==> config.mk <==
export PLATFORM = sky130hd
export DESIGN_NAME = wheel_drive_command_unit_core_flat
export DESIGN_NICKNAME = d
export VERILOG_FILES = /design/src/wdcu_pkg.sv /design/src/wdcu_cmd_if.sv /design/src/wdcu_res_if.sv /design/src/wheel_drive_command_unit_core.sv /design/src/flat_wrapper.sv
export SDC_FILE = /design/constraint.sdc
export NUM_CORES = 1
export LEC_CHECK = 0
export BUFFER_PORTS_ARGS = -buffer_cell sky130_fd_sc_hd__clkbuf_2
export CAP_MARGIN = 15
export CORE_MARGIN = 2
export CORE_UTILIZATION = 30
export DETAILED_ROUTE_END_ITERATION = 6
export PLACE_DENSITY = 0.52
export REMOVE_ABC_BUFFERS = 1
export SLEW_MARGIN = 20
export SYNTH_ARGS = -nofsm -noshare
export SYNTH_HDL_FRONTEND = slang
export SYNTH_SLANG_ARGS = --single-unit
==> constraint.sdc <==
create_clock -name i_clk -period 43.3 [get_ports i_clk]
set_input_delay 2.165 -clock i_clk [delete_from_list [all_inputs] [get_ports i_clk]]
set_output_delay 2.165 -clock i_clk [all_outputs]
set_load 0.02 [all_outputs]
==> src/wdcu_pkg.sv <==
// Package for the wheel drive command unit.
// Holds the command and result types, the mode, LED and register codes and the
// fixed-point constants for the percent scaling. No dependencies.
package wdcu_pkg;

    // Default sizing of the wheel set.
    localparam int NUM_WHEELS_DEF = 4;
    localparam int COUNT_BITS_DEF = 32;

    // Field widths.
    localparam int MODE_W      = 3;
    localparam int WHEEL_W     = 3;
    localparam int SPEED_W     = 16;
    localparam int LIMIT_W     = 7;
    localparam int PERIOD_W    = 16;
    localparam int MASK_W      = 4;
    localparam int LED_W       = 2;
    localparam int WHEEL_OUT_W = 2;
    localparam int CNT_OUT_W   = 32;
    localparam int CFG_IDX_W   = 2;
    localparam int CFG_DATA_W  = 16;

    // At most this many results come out of one emergency stop.
    localparam int MAX_STOP_RESULTS = 4;

    // Command modes.
    localparam logic [MODE_W-1:0] MODE_SET_SPEED = 3'd0;
    localparam logic [MODE_W-1:0] MODE_ENCODER   = 3'd1;
    localparam logic [MODE_W-1:0] MODE_ESTOP     = 3'd2;
    localparam logic [MODE_W-1:0] MODE_RELEASE   = 3'd3;
    localparam logic [MODE_W-1:0] MODE_READ      = 3'd4;

    // Wheel LED codes.
    localparam logic [LED_W-1:0] LED_NONE    = 2'd0;
    localparam logic [LED_W-1:0] LED_STOPPED = 2'd1;
    localparam logic [LED_W-1:0] LED_FORWARD = 2'd2;
    localparam logic [LED_W-1:0] LED_RED     = 2'd3;

    // Configuration register indexes.
    localparam logic [CFG_IDX_W-1:0] CFG_PWM_PERIOD  = 2'd0;
    localparam logic [CFG_IDX_W-1:0] CFG_MAX_SPEED   = 2'd1;
    localparam logic [CFG_IDX_W-1:0] CFG_INVERT_MASK = 2'd2;

    // Register reset values.
    localparam logic [LIMIT_W-1:0] MAX_SPEED_RST   = 7'd12;
    localparam logic [MASK_W-1:0]  INVERT_MASK_RST = 4'd10;

    // Percent scale and reciprocals for division by it.
    // Period / 100 for any 16-bit period: (p * QUOT_RECIP) >> QUOT_SHIFT.
    // Small products below 2^14 / 100: (x * FRAC_RECIP) >> FRAC_SHIFT.
    localparam int PCT_SCALE  = 100;
    localparam int QUOT_RECIP = 83887;
    localparam int QUOT_SHIFT = 23;
    localparam int FRAC_RECIP = 10486;
    localparam int FRAC_SHIFT = 20;
    localparam int QUOT_W     = 10;
    localparam int REM_W      = 7;

    typedef struct packed {
        logic [MODE_W-1:0]         mode;
        logic [WHEEL_W-1:0]        wheel_index;
        logic signed [SPEED_W-1:0] speed_request;
    } t_cmd;

    typedef struct packed {
        logic [WHEEL_OUT_W-1:0] wheel_out;
        logic                   accepted;
        logic [PERIOD_W-1:0]    pulse_width;
        logic                   dir_level;
        logic [LED_W-1:0]       wheel_led;
        logic [CNT_OUT_W-1:0]   encoder_count;
        logic                   stop_active;
        logic                   last;
    } t_res;

endpackage

==> src/wdcu_cmd_if.sv <==
// Command channel of the wheel drive command unit.
// Carries valid, ready and one command; depends on wdcu_pkg.
interface wdcu_cmd_if;
    import wdcu_pkg::*;

    logic valid;
    logic ready;
    t_cmd data;

    modport source (output valid, output data, input ready);
    modport sink   (input valid, input data, output ready);
endinterface

==> src/wdcu_res_if.sv <==
// Result channel of the wheel drive command unit.
// Carries valid, ready and one result; depends on wdcu_pkg.
interface wdcu_res_if;
    import wdcu_pkg::*;

    logic valid;
    logic ready;
    t_res data;

    modport source (output valid, output data, input ready);
    modport sink   (input valid, input data, output ready);
endinterface

==> src/wheel_drive_command_unit_core.sv <==
// Wheel drive command unit: a command transfer writes its result into the output
// register, where it shows in the next cycle. Throughput is one command per cycle
// while results are taken; an emergency stop yields min(NUM_WHEELS, 4) results, one
// per cycle while taken, and the command side is held off until the last is taken.
// Reset is synchronous and active low: it clears the stop latch, direction flags,
// pins and counters and loads the register defaults.
// Depends on wdcu_pkg, wdcu_cmd_if and wdcu_res_if.
module wheel_drive_command_unit_core #(
    parameter int NUM_WHEELS = wdcu_pkg::NUM_WHEELS_DEF,
    parameter int COUNT_BITS = wdcu_pkg::COUNT_BITS_DEF
) (
    input  logic                             i_clk,
    input  logic                             i_rst_n,
    wdcu_cmd_if.sink                         i_cmd,
    wdcu_res_if.source                       o_res,
    input  logic                             i_cfg_we,
    input  logic [wdcu_pkg::CFG_IDX_W-1:0]   i_cfg_idx,
    input  logic [wdcu_pkg::CFG_DATA_W-1:0]  i_cfg_data
);
    import wdcu_pkg::*;

    localparam int IDX_W  = (NUM_WHEELS > 1) ? $clog2(NUM_WHEELS) : 1;
    localparam int NSTOP  = (NUM_WHEELS < MAX_STOP_RESULTS) ? NUM_WHEELS : MAX_STOP_RESULTS;
    localparam int STOP_W = (NSTOP > 1) ? $clog2(NSTOP) : 1;

    // Configuration: the period is kept as quotient and remainder by 100.
    logic [QUOT_W-1:0]  r_period_q;
    logic [REM_W-1:0]   r_period_r;
    logic [LIMIT_W-1:0] r_max_speed;
    logic [MASK_W-1:0]  r_invert_mask;

    // Wheel state.
    logic                  r_stop_latch;
    logic                  r_reverse [NUM_WHEELS];
    logic                  r_dir_pin [NUM_WHEELS];
    logic [COUNT_BITS-1:0] r_count   [NUM_WHEELS];

    // Output register and emergency stop sequencing.
    t_res              r_res;
    logic              r_res_valid;
    logic              r_stop_busy;
    logic [STOP_W-1:0] r_stop_next;

    logic cmd_ready;
    logic cmd_fire;
    logic res_fire;

    function automatic logic [CNT_OUT_W-1:0] cnt_to_out(input logic [COUNT_BITS-1:0] v);
        logic [63:0] w;
        w = 64'(v);
        return w[CNT_OUT_W-1:0];
    endfunction

    // Handshake: the output register frees up when it is empty or being drained.
    assign cmd_ready   = !r_stop_busy && (!r_res_valid || o_res.ready);
    assign cmd_fire    = i_cmd.valid && cmd_ready;
    assign res_fire    = r_res_valid && o_res.ready;
    assign i_cmd.ready = cmd_ready;
    assign o_res.valid = r_res_valid;
    assign o_res.data  = r_res;

    // Split a written period into quotient and remainder by the percent scale.
    logic [32:0]          cfg_prod;
    logic [QUOT_W-1:0]    cfg_q;
    logic [REM_W-1:0]     cfg_r;
    assign cfg_prod = 33'(i_cfg_data) * 33'(QUOT_RECIP);
    assign cfg_q    = cfg_prod[QUOT_SHIFT +: QUOT_W];
    assign cfg_r    = REM_W'(i_cfg_data - 16'(cfg_q * 16'(PCT_SCALE)));

    // Wheel read port: the stop sequence, wheel 0 for a new stop, else the command's wheel.
    logic [WHEEL_W-1:0]    rd_wheel;
    logic                  rd_valid;
    logic [IDX_W-1:0]      rd_idx;
    logic [COUNT_BITS-1:0] cur_cnt;
    logic                  cur_dir;
    logic                  cur_rev;

    always_comb begin
        if (r_stop_busy) begin
            rd_wheel = WHEEL_W'(r_stop_next);
        end else if (i_cmd.data.mode == MODE_ESTOP) begin
            rd_wheel = '0;
        end else begin
            rd_wheel = i_cmd.data.wheel_index;
        end
    end

    assign rd_valid = {1'b0, rd_wheel} < (WHEEL_W + 1)'(NUM_WHEELS);
    assign rd_idx   = rd_wheel[IDX_W-1:0];
    assign cur_cnt  = r_count[rd_idx];
    assign cur_dir  = r_dir_pin[rd_idx];
    assign cur_rev  = r_reverse[rd_idx];

    // Speed path: clamp, magnitude and pulse width = mag * q + (mag * r) / 100.
    logic signed [16:0]   req_s;
    logic signed [16:0]   lim_s;
    logic signed [16:0]   pct_s;
    logic signed [7:0]    pct;
    logic                 neg;
    logic [7:0]           abs8;
    logic [LIMIT_W-1:0]   mag;
    logic [16:0]          prod_q;
    logic [13:0]          frac_num;
    logic [27:0]          frac_prod;
    logic [REM_W-1:0]     frac;
    logic [17:0]          pw_sum;
    logic [PERIOD_W-1:0]  pw;
    logic                 inv;

    always_comb begin
        req_s = 17'($signed(i_cmd.data.speed_request));
        lim_s = $signed({10'd0, r_max_speed});
        if (req_s < -lim_s) begin
            pct_s = -lim_s;
        end else if (req_s > lim_s) begin
            pct_s = lim_s;
        end else begin
            pct_s = req_s;
        end
    end

    assign pct       = 8'(pct_s);
    assign neg       = pct < 0;
    assign abs8      = neg ? 8'(-pct) : 8'(pct);
    assign mag       = abs8[LIMIT_W-1:0];
    assign prod_q    = 17'(mag) * 17'(r_period_q);
    assign frac_num  = 14'(mag) * 14'(r_period_r);
    assign frac_prod = 28'(frac_num) * 28'(FRAC_RECIP);
    assign frac      = frac_prod[FRAC_SHIFT +: REM_W];
    assign pw_sum    = 18'(prod_q) + 18'(frac);
    assign pw        = (pw_sum > 18'(16'hFFFF)) ? 16'hFFFF : pw_sum[PERIOD_W-1:0];
    assign inv       = (rd_wheel < WHEEL_W'(MASK_W)) ? r_invert_mask[rd_wheel[1:0]] : 1'b0;

    // Command decode: result for the accepted command and the state it writes.
    t_res                  cmd_res;
    logic                  upd_rev;
    logic                  upd_dir;
    logic                  upd_cnt;
    logic [COUNT_BITS-1:0] cnt_val;

    assign cnt_val = cur_rev ? (cur_cnt - 1'b1) : (cur_cnt + 1'b1);

    always_comb begin
        upd_rev               = 1'b0;
        upd_dir               = 1'b0;
        upd_cnt               = 1'b0;
        cmd_res.wheel_out     = rd_wheel[WHEEL_OUT_W-1:0];
        cmd_res.accepted      = 1'b0;
        cmd_res.pulse_width   = '0;
        cmd_res.dir_level     = rd_valid && cur_dir;
        cmd_res.wheel_led     = LED_NONE;
        cmd_res.encoder_count = rd_valid ? cnt_to_out(cur_cnt) : '0;
        cmd_res.stop_active   = r_stop_latch;
        cmd_res.last          = 1'b1;
        case (i_cmd.data.mode)
            MODE_SET_SPEED: begin
                if (!r_stop_latch && rd_valid) begin
                    cmd_res.accepted = 1'b1;
                    upd_rev          = 1'b1;
                    if (pw == '0) begin
                        cmd_res.wheel_led = LED_STOPPED;
                    end else begin
                        upd_dir             = 1'b1;
                        cmd_res.pulse_width = pw;
                        cmd_res.dir_level   = neg ^ inv;
                        cmd_res.wheel_led   = neg ? LED_RED : LED_FORWARD;
                    end
                end
            end
            MODE_ENCODER: begin
                if (rd_valid) begin
                    cmd_res.accepted      = 1'b1;
                    upd_cnt               = 1'b1;
                    cmd_res.encoder_count = cnt_to_out(cnt_val);
                end
            end
            MODE_ESTOP: begin
                cmd_res.accepted    = 1'b1;
                cmd_res.wheel_led   = LED_STOPPED;
                cmd_res.stop_active = 1'b1;
                cmd_res.last        = (NSTOP == 1);
            end
            MODE_RELEASE: begin
                cmd_res.accepted    = r_stop_latch;
                cmd_res.stop_active = 1'b0;
            end
            MODE_READ: begin
                cmd_res.accepted = rd_valid;
            end
            default: begin
                cmd_res.accepted = 1'b0;
            end
        endcase
    end

    // Follow-on results of an emergency stop, one wheel per transfer.
    t_res burst_res;
    logic burst_last;

    assign burst_last = r_stop_next == STOP_W'(NSTOP - 1);

    always_comb begin
        burst_res.wheel_out     = rd_wheel[WHEEL_OUT_W-1:0];
        burst_res.accepted      = 1'b1;
        burst_res.pulse_width   = '0;
        burst_res.dir_level     = cur_dir;
        burst_res.wheel_led     = LED_STOPPED;
        burst_res.encoder_count = cnt_to_out(cur_cnt);
        burst_res.stop_active   = r_stop_latch;
        burst_res.last          = burst_last;
    end

    // Configuration, wheel state and control.
    always_ff @(posedge i_clk) begin
        if (!i_rst_n) begin
            r_period_q    <= '0;
            r_period_r    <= '0;
            r_max_speed   <= MAX_SPEED_RST;
            r_invert_mask <= INVERT_MASK_RST;
            r_stop_latch  <= 1'b0;
            r_res_valid   <= 1'b0;
            r_stop_busy   <= 1'b0;
            r_stop_next   <= '0;
            for (int w = 0; w < NUM_WHEELS; w++) begin
                r_reverse[w] <= 1'b0;
                r_dir_pin[w] <= 1'b0;
                r_count[w]   <= '0;
            end
        end else begin
            if (i_cfg_we) begin
                case (i_cfg_idx)
                    CFG_PWM_PERIOD: begin
                        r_period_q <= cfg_q;
                        r_period_r <= cfg_r;
                    end
                    CFG_MAX_SPEED: begin
                        r_max_speed <= i_cfg_data[LIMIT_W-1:0];
                    end
                    CFG_INVERT_MASK: begin
                        r_invert_mask <= i_cfg_data[MASK_W-1:0];
                    end
                    default: begin
                    end
                endcase
            end

            if (cmd_fire) begin
                if (upd_rev) begin
                    r_reverse[rd_idx] <= neg;
                end
                if (upd_dir) begin
                    r_dir_pin[rd_idx] <= neg ^ inv;
                end
                if (upd_cnt) begin
                    r_count[rd_idx] <= cnt_val;
                end
                if (i_cmd.data.mode == MODE_ESTOP) begin
                    r_stop_latch <= 1'b1;
                    r_stop_busy  <= (NSTOP > 1);
                    r_stop_next  <= STOP_W'(1);
                    for (int w = 0; w < NUM_WHEELS; w++) begin
                        r_reverse[w] <= 1'b0;
                    end
                end else if (i_cmd.data.mode == MODE_RELEASE) begin
                    r_stop_latch <= 1'b0;
                end
            end

            // Output register occupancy and stop sequence advance.
            if (cmd_fire) begin
                r_res_valid <= 1'b1;
            end else if (res_fire) begin
                if (r_stop_busy) begin
                    r_stop_next <= STOP_W'(r_stop_next + 1'b1);
                    if (burst_last) begin
                        r_stop_busy <= 1'b0;
                    end
                end else begin
                    r_res_valid <= 1'b0;
                end
            end
        end
    end

    // Result payload.
    always_ff @(posedge i_clk) begin
        if (cmd_fire) begin
            r_res <= cmd_res;
        end else if (res_fire && r_stop_busy) begin
            r_res <= burst_res;
        end
    end

endmodule
==> src/flat_wrapper.sv <==
// flat-port wrapper written by rule: the top's interface ports become plain ports
module wheel_drive_command_unit_core_flat import wdcu_pkg::*;
#(
    parameter int NUM_WHEELS = wdcu_pkg::NUM_WHEELS_DEF,
    parameter int COUNT_BITS = wdcu_pkg::COUNT_BITS_DEF
)
  (i_clk, i_rst_n, i_cfg_we, i_cfg_idx, i_cfg_data, i_cmd_valid, i_cmd_data, i_cmd_ready, o_res_valid, o_res_data, o_res_ready);
  wdcu_cmd_if i_cmd_i ();
  wdcu_res_if o_res_i ();
  input  logic i_clk;
  input  logic i_rst_n;
  input  logic i_cfg_we;
  input  logic [wdcu_pkg::CFG_IDX_W-1:0] i_cfg_idx;
  input  logic [wdcu_pkg::CFG_DATA_W-1:0] i_cfg_data;
  input wire logic [$bits(i_cmd_i.valid)-1:0] i_cmd_valid;
  input wire logic [$bits(i_cmd_i.data)-1:0] i_cmd_data;
  output wire logic [$bits(i_cmd_i.ready)-1:0] i_cmd_ready;
  output wire logic [$bits(o_res_i.valid)-1:0] o_res_valid;
  output wire logic [$bits(o_res_i.data)-1:0] o_res_data;
  input wire logic [$bits(o_res_i.ready)-1:0] o_res_ready;
  assign i_cmd_i.valid = i_cmd_valid;
  assign i_cmd_i.data = i_cmd_data;
  assign i_cmd_ready = i_cmd_i.ready;
  assign o_res_valid = o_res_i.valid;
  assign o_res_data = o_res_i.data;
  assign o_res_i.ready = o_res_ready;
  wheel_drive_command_unit_core #(.NUM_WHEELS(NUM_WHEELS), .COUNT_BITS(COUNT_BITS)) u_core (.i_clk(i_clk), .i_rst_n(i_rst_n), .i_cmd(i_cmd_i), .o_res(o_res_i), .i_cfg_we(i_cfg_we), .i_cfg_idx(i_cfg_idx), .i_cfg_data(i_cfg_data));
endmodule
==> results of run 1 <==
-- metal layers --
layer  share of wire  GRT usage
met5         0.00021          0
met1            0.50     0.2152
met4           0.015    0.02136
met2            0.45     0.2445
met3           0.032    0.01338
-- power by group through the flow --
stage / combinational, W / sequential, W / clock [W]
2_1_floorplan: 0.000755 / 0.000265 / 0
3_5_place_dp: 0.000991 / 0.000264 / 0
4_1_cts: 0.00101 / 0.000259 / 0.000226
3_3_place_gp: 0.000994 / 0.000263 / 0
6_report: 0.000987 / 0.000259 / 0.000221
5_1_grt: 0.00115 / 0.000261 / 0.000235
-- registers in the layout, summed over array words and instances, names as in the netlist --
signal,count
u_core.o_res.valid,1
u_core.r_period_q,10
u_core.r_count,128
u_core.r_max_speed,7
u_core.r_stop_next,2
u_core.r_period_r,7
u_core.r_stop_latch,1
u_core.r_reverse,4
u_core.r_dir_pin,4
u_core.r_invert_mask,4
u_core.r_stop_busy,1
u_core.o_res.data,56
-- cell type report --
cell class / count / area [sq um]
Inverter: 370 / 1389
Sequential cell: 225 / 6366
Clock inverter: 12 / 105.1
Tap cell: 1070 / 1339
Fill cell: 8381 / 54370
Timing Repair Buffer: 124 / 675.6
Antenna cell: 1 / 2.502
Multi-Input combinational cell: 1838 / 16710
Clock buffer: 38 / 757.0
-- synth_stat cells (all sizes together), types with 6 or more instances --
cell type,instances
inv,370
ha,364
fa,225
nor2,208
edfxtp,186
nand2,179
o21ai,125
a21oi,111
and2,60
xnor2,58
clkbuf,55
mux2i,42
a21o,40
xor2,40
dfxtp,39
mux2,36
nor2b,36
nor3,31
nand3,27
nand2b,26
o211ai,22
a211oi,17
nand4,17
o31ai,13
or3,13
buf,12
a31oi,11
and3,11
nor4,11
o21a,11
a211o,8
nor3b,7
or2,7
a31o,6
-- cell usage in the layout, fill, tap and decap left out, types with 17 or more instances in the layout --
| cell | n |
|---|---|
| a211oi_1 | 17 |
| a21o_1 | 40 |
| a21oi_1 | 110 |
| and2_1 | 60 |
| buf_4 | 22 |
| clkbuf_16 | 27 |
| clkbuf_2 | 102 |
| dfxtp_1 | 39 |
| edfxtp_1 | 186 |
| fa_1 | 225 |
| ha_1 | 364 |
| inv_1 | 370 |
| mux2_2 | 35 |
| mux2i_1 | 42 |
| nand2_1 | 175 |
| nand2b_1 | 26 |
| nand3_1 | 27 |
| nand4_1 | 17 |
| nor2_1 | 206 |
| nor2b_1 | 36 |
| nor3_1 | 29 |
| o211ai_1 | 21 |
| o21ai_0 | 117 |
| xnor2_1 | 55 |
| xor2_1 | 40 |
-- how the worst min path moves through the flow --
stage                                  startpoint                 endpoint
final                     u_core.r_invert_mask[1]  u_core.r_invert_mask[1]
after global routing      u_core.r_invert_mask[1]  u_core.r_invert_mask[1]
after CTS                 u_core.r_invert_mask[1]  u_core.r_invert_mask[1]
after global placement    u_core.r_invert_mask[1]  u_core.r_invert_mask[1]
after detailed placement  u_core.r_invert_mask[1]  u_core.r_invert_mask[1]
after floorplan           u_core.r_invert_mask[1]  u_core.r_invert_mask[1]
-- through the flow --
| stage | utilization | hold slack [ns] | worst slack (ns) |
|---|---|---|---|
| after CTS | 0.3345 | 0.4763 | 24.56 |
| after detailed placement | 0.3239 | 0.4603 | 24.07 |
| final | 0.3346 | 0.4726 | 24.75 |
| after global routing | 0.3346 | 0.5071 | 23.38 |
| after global placement | 0.3239 | 0.4569 | 24.22 |
| after floorplan | - | 0.4391 | 25.27 |
-- critical path: cells and delay by family, from the launching register on --
family	cells	cell delay [ns]
fa+ha+maj	17	7.18
compound gates	24	5.71
simple gates	11	3.40
xor+xnor	3	0.88
buf+inv	8	0.77
flops	1	0.38
-- cell families (layout without fill, tap and decap cells) --
| family | after synthesis | count (layout) | share of synthesized area |
|---|---|---|---|
| simple gates | 651 | 651 | 0.1264 |
| fa+ha+maj | 590 | 590 | 0.3678 |
| buf+inv | 437 | 544 | 0.06739 |
| compound gates | 420 | 420 | 0.1099 |
| flops | 225 | 225 | 0.2582 |
| xor+xnor | 98 | 98 | 0.03573 |
| mux | 79 | 79 | 0.03456 |
| other cells | 0 | 1 | 0 |
==> impl_metrics.toml, run 1 <==
[route]
drcViolationCount = 0
drt-initial-drc-count = 904
via_per_inst = 4.793
antenna_left = 0
wire_per_inst_um = 16.86
wirelength_um = 62000
dr.pass1.iters = 5
vias = 17630

[logic_synthesis]
syn_inst = 2500
synth_top_cell_by_area = "edfxtp_1"
yosysTopAreaCellShare = 0.2265
synth_edf_count = 186
synth-seq-area-share = 0.2582
synth_area_per_cell_sq_um = 9.862
async_reset_ff_frac = 0
ys_types = 88
synth_warnings = 0
synth-seq-cells = 225
synth_flop_cell = "edfxtp_1"
syn_area_sq_um = 24650
synth_area_leaders = "edfxtp_1 23%, ha_1 18%, fa_1 18%"

[clocking]
cts_resized = 0
clk_latency_ns = 0.57
numClockSinks = 225
path_clk_slew_ns = 0.05
cts_max_level = 1
cts_tree = "yes"
cts_root_buf = "clkbuf_16"
post-cts-setup-buffer-count = 0
hold_buffers = 0
clockBufferDepth = 3
cts_buffers = 27

[critical_path]
cp-startpoint = "u_core.r_max_speed[2]"
crit_required_ns = 43.62
crit_fanout = 18
rr_endpoint = "u_core.o_res.data[36]"
r2r_start = "u_core.r_max_speed[2]"
crit_slowest_cell = "nor3_1"
crit_type = "reg2reg"
reg2reg_setup_slack_ns = 24.75
max_stage_delay_ns = 0.71
setup.worst_path.start_class = "flop"
reg2reg_depth = 63
cp.arrival_ns = 18.87
timing.critical_path.to = "u_core.o_res.data[36]"
endpoint_kind = "flop"
crit_path_frequent_cell = "fa_1"

[power_and_ir_drop]
powerDensity_nw_per_um2 = 53.64
pwr-share-clk = 0.151
total_power_w = 0.001467
ir_worst_vdd_v = 0.00005878
p_seq_frac = 0.176
power.switching_w = 0.0006647
power.leakage_nw = 13.12
internal_power_w = 0.0008020
swShare = 0.4532
combPwrFrac = 0.673

[timing]
period_share = 0.4285
setup_viol = 0
setup_tns_ns = 0
max_slew_margin = 0.3495
skew_ns = 0.02556
report.final.slew_viol_count = 0
fmax_mhz = 53.90
fin_crit_ns = 18.55
hold_violations = 0
rsz0062_at_grt = "no"
tightest_slew_ns = 0.9725

[global_routing]
grt_pass1_vias = 18150
grt_max_degree = 57
grt_pass1_wl_um = 101200
antenna_found_initial = 1
grt_usage = 0.1483
grt_remaining_overflow = 0

[worst_hold_path]
hold_class = "reg2reg"
hold_depth = 2

[floorplan]
die_w_um = 290.7
fp.dieH_um = 290.7
die-area_sq_um = 84490
io_pins = 103
initial_core_util = 0.3017
rows = 105
placeableCoreArea_sq_um = 81720

[place]
dp_hpwl_um = 48260
io_buffers = 102
gp_congestion = 0.8187
placed_area_sq_um = 26470
placed_cells = 3627

[run_status]
outcome = "finished, final reports clean"

[layout]
drive_gt1_frac = 0.09513
areaGrowthSynthToFinish_pct = 10.90
fin_cells = 3678
fin_area_sq_um = 27340
nets = 3220

[run]
maxCapViolations = 0
(Power assumes the default switching activity.)
==> inputs of run 2 (changes only) <==
--- a/config.mk
+++ b/config.mk
@@ -10,7 +10,7 @@
 export CORE_MARGIN = 2
 export CORE_UTILIZATION = 30
 export DETAILED_ROUTE_END_ITERATION = 6
-export PLACE_DENSITY = 0.52
+export PLACE_DENSITY = 0.53
 export REMOVE_ABC_BUFFERS = 1
 export SLEW_MARGIN = 20
 export SYNTH_ARGS = -nofsm -noshare
==> constraint.sdc (replaced) <==
create_clock -name i_clk -period 15.25 [get_ports i_clk]
set_input_delay 0.7625 -clock i_clk [delete_from_list [all_inputs] [get_ports i_clk]]
set_output_delay 0.7625 -clock i_clk [all_outputs]
set_load 0.02 [all_outputs]
==> run 2 against run 1 <==
Net effect: the flow now finishes with violations (setup timing); critical path depth increased by 1; largest cell class unchanged; critical path type unchanged; first-iteration DRC count is 1.9% lower; combinational power rose to 3.1 times the previous value; setup slack lost 25 ns; utilization up 3.1 points.
==> impl_metrics.toml, run 2 (synthesized netlist as in run 1, its figures left out) <==
[run_status]
outcome = "complete, but fails checks"
violations = "setup timing"

[floorplan]
die-area_sq_um = 84490
initial_core_util = 0.3017
io_pins = 103
placeableCoreArea_sq_um = 81720
fp.dieH_um = 290.7
die_w_um = 290.7
rows = 105

[route]
met1Wirelength_um = 32220
top_layer_used = "met5"
vias = 18640
wl_met3_um = 2247
antenna_left = 0
wl_met2_um = 28420
wirelength_um = 63680
via_per_inst = 4.772
drcViolationCount = 0
drt-initial-drc-count = 887
dr.pass1.iters = 5
wire_per_inst_um = 16.31

[place]
io_buffers = 102
dp_hpwl_um = 49100
gp_congestion = 0.8625

[power_and_ir_drop]
power.leakage_nw = 14.35
ir_worst_vdd_v = 0.0001698
powerDensity_nw_per_um2 = 146.4

[timing]
whs_ns = 0.4848
skew_ns = 0.02159
hold_violations = 0
fmax_mhz = 64.66
fin_crit_ns = 15.47
max_slew_margin = 0.3942
finalWorstSetupSlack_ns = -0.2150
report.final.slew_viol_count = 0
setup_tns_ns = -1.334
tightest_slew_ns = 0.9055
period_share = 1.014
rsz0062_at_grt = "yes"
setup_viol = 16

[critical_path]
crit_type = "reg2reg"
crit_fanout = 4
setup.worst_path.start_class = "flop"
cp.arrival_ns = 15.75
endpoint_kind = "flop"
crit_path_frequent_cell = "fa_1"
crit_required_ns = 15.54
crit_slowest_cell = "fa_1"
max_stage_delay_ns = 0.55

[global_routing]
grt_remaining_overflow = 0
grt_pass1_vias = 18780
grt_usage = 0.1493
antenna_found_initial = 1
grt_pass1_wl_um = 102100
grt_max_degree = 53

[layout]
drive_gt1_frac = 0.2113
areaGrowthSynthToFinish_pct = 21.32
nets = 3452
n_antenna_cell = 0
layout_common_cells = "357 x inv_1, 345 x ha_1, 242 x buf_4"
largest_reg_flops = 128
final_common_cell = "inv_1"
regMostFlops = "u_core.r_count"

[worst_hold_path]
hold_class = "reg2reg"

[run]
maxCapViolations = 0

[clocking]
numClockSinks = 225
cts_buffers = 24
clockBufferDepth = 3
clk_latency_ns = 0.55
cts_tree = "yes"
cts_root_buf = "clkbuf_16"
path_clk_slew_ns = 0.06
cts_max_level = 1
run 2: cell types whose count changed in the layout (fill, tap and decap cells not counted), moves of 15 or more:
cell | previous run | this run
a21oi_1 | 110 | 85
a21oi_2 | 1 | 18
buf_4 | 22 | 242
ha_1 | 364 | 345
ha_4 | 0 | 15
run 2: timing repair:
action,in CTS,in global routing
setup endpoints to repair,24,24
gates cloned,0,3
setup buffers,21,18
resized for setup,79,104
hold buffers,0,0
pin swaps,60,75
run 2: power by group:
| part | total, W | switching, W | internal, W |
|---|---|---|---|
| logic | 0.00310 | 0.00169 | 0.00141 |
| clock network | 0.000544 | 0.000242 | 0.000302 |
| registers | 0.000740 | 0.0000347 | 0.000705 |
run 2: per-layer routing:
layer | vias up | track usage
met5 | - | 0
met4 | 2 | 0.02098
met3 | 53 | 0.01377
met2 | 309 | 0.2401
met1 | 9115 | 0.2218
li1 | 9156 | -
run 2: per-stage QoR:
step | cell area, sq um | utilization | setup WS, ns | power [W] | instances
after floorplan | 24380 | - | -1.853 | 0.002896 | 2433
after global placement | 27990 | 0.3425 | -1.125 | 0.003727 | 3828
after detailed placement | 27990 | 0.3425 | -1.302 | 0.003741 | 3828
after CTS | 29260 | 0.3581 | -0.1106 | 0.004370 | 3891
after global routing | 29910 | 0.3661 | -0.8485 | 0.004895 | 3905
final | 29910 | 0.3661 | -0.2150 | 0.004380 | 3905
run 2: cell type report:
cell class	count	area [sq um]
clock buffers	36	666.9
flip-flops and latches	225	6370
fillers	8382	51800
well taps	1070	1339
inverters	370	1389
clock inverters	7	43.79
multi-input cells	1838	17540
repair buffers	359	2564
run 2: worst max-delay path, delay by kind of cell, from the launching register on:
kind / cells / cell delay (ns)
xor+xnor: 2 / 0.25
compound gates: 23 / 4.95
simple gates: 12 / 2.16
fa+ha+maj: 17 / 6.78
buf+inv: 10 / 0.75
flops: 1 / 0.33
run 2: final timing paths:
kind,startpoint,end,slack [ns],cells past startpoint
worst min-delay path,u_core.r_invert_mask[1],u_core.r_invert_mask[1],0.48,2
worst max register to register,u_core.r_max_speed[0],u_core.o_res.data[36],-0.22,64
worst max-delay path,u_core.r_max_speed[0],u_core.o_res.data[36],-0.22,64
worst min register to register,u_core.r_invert_mask[1],u_core.r_invert_mask[1],0.48,2
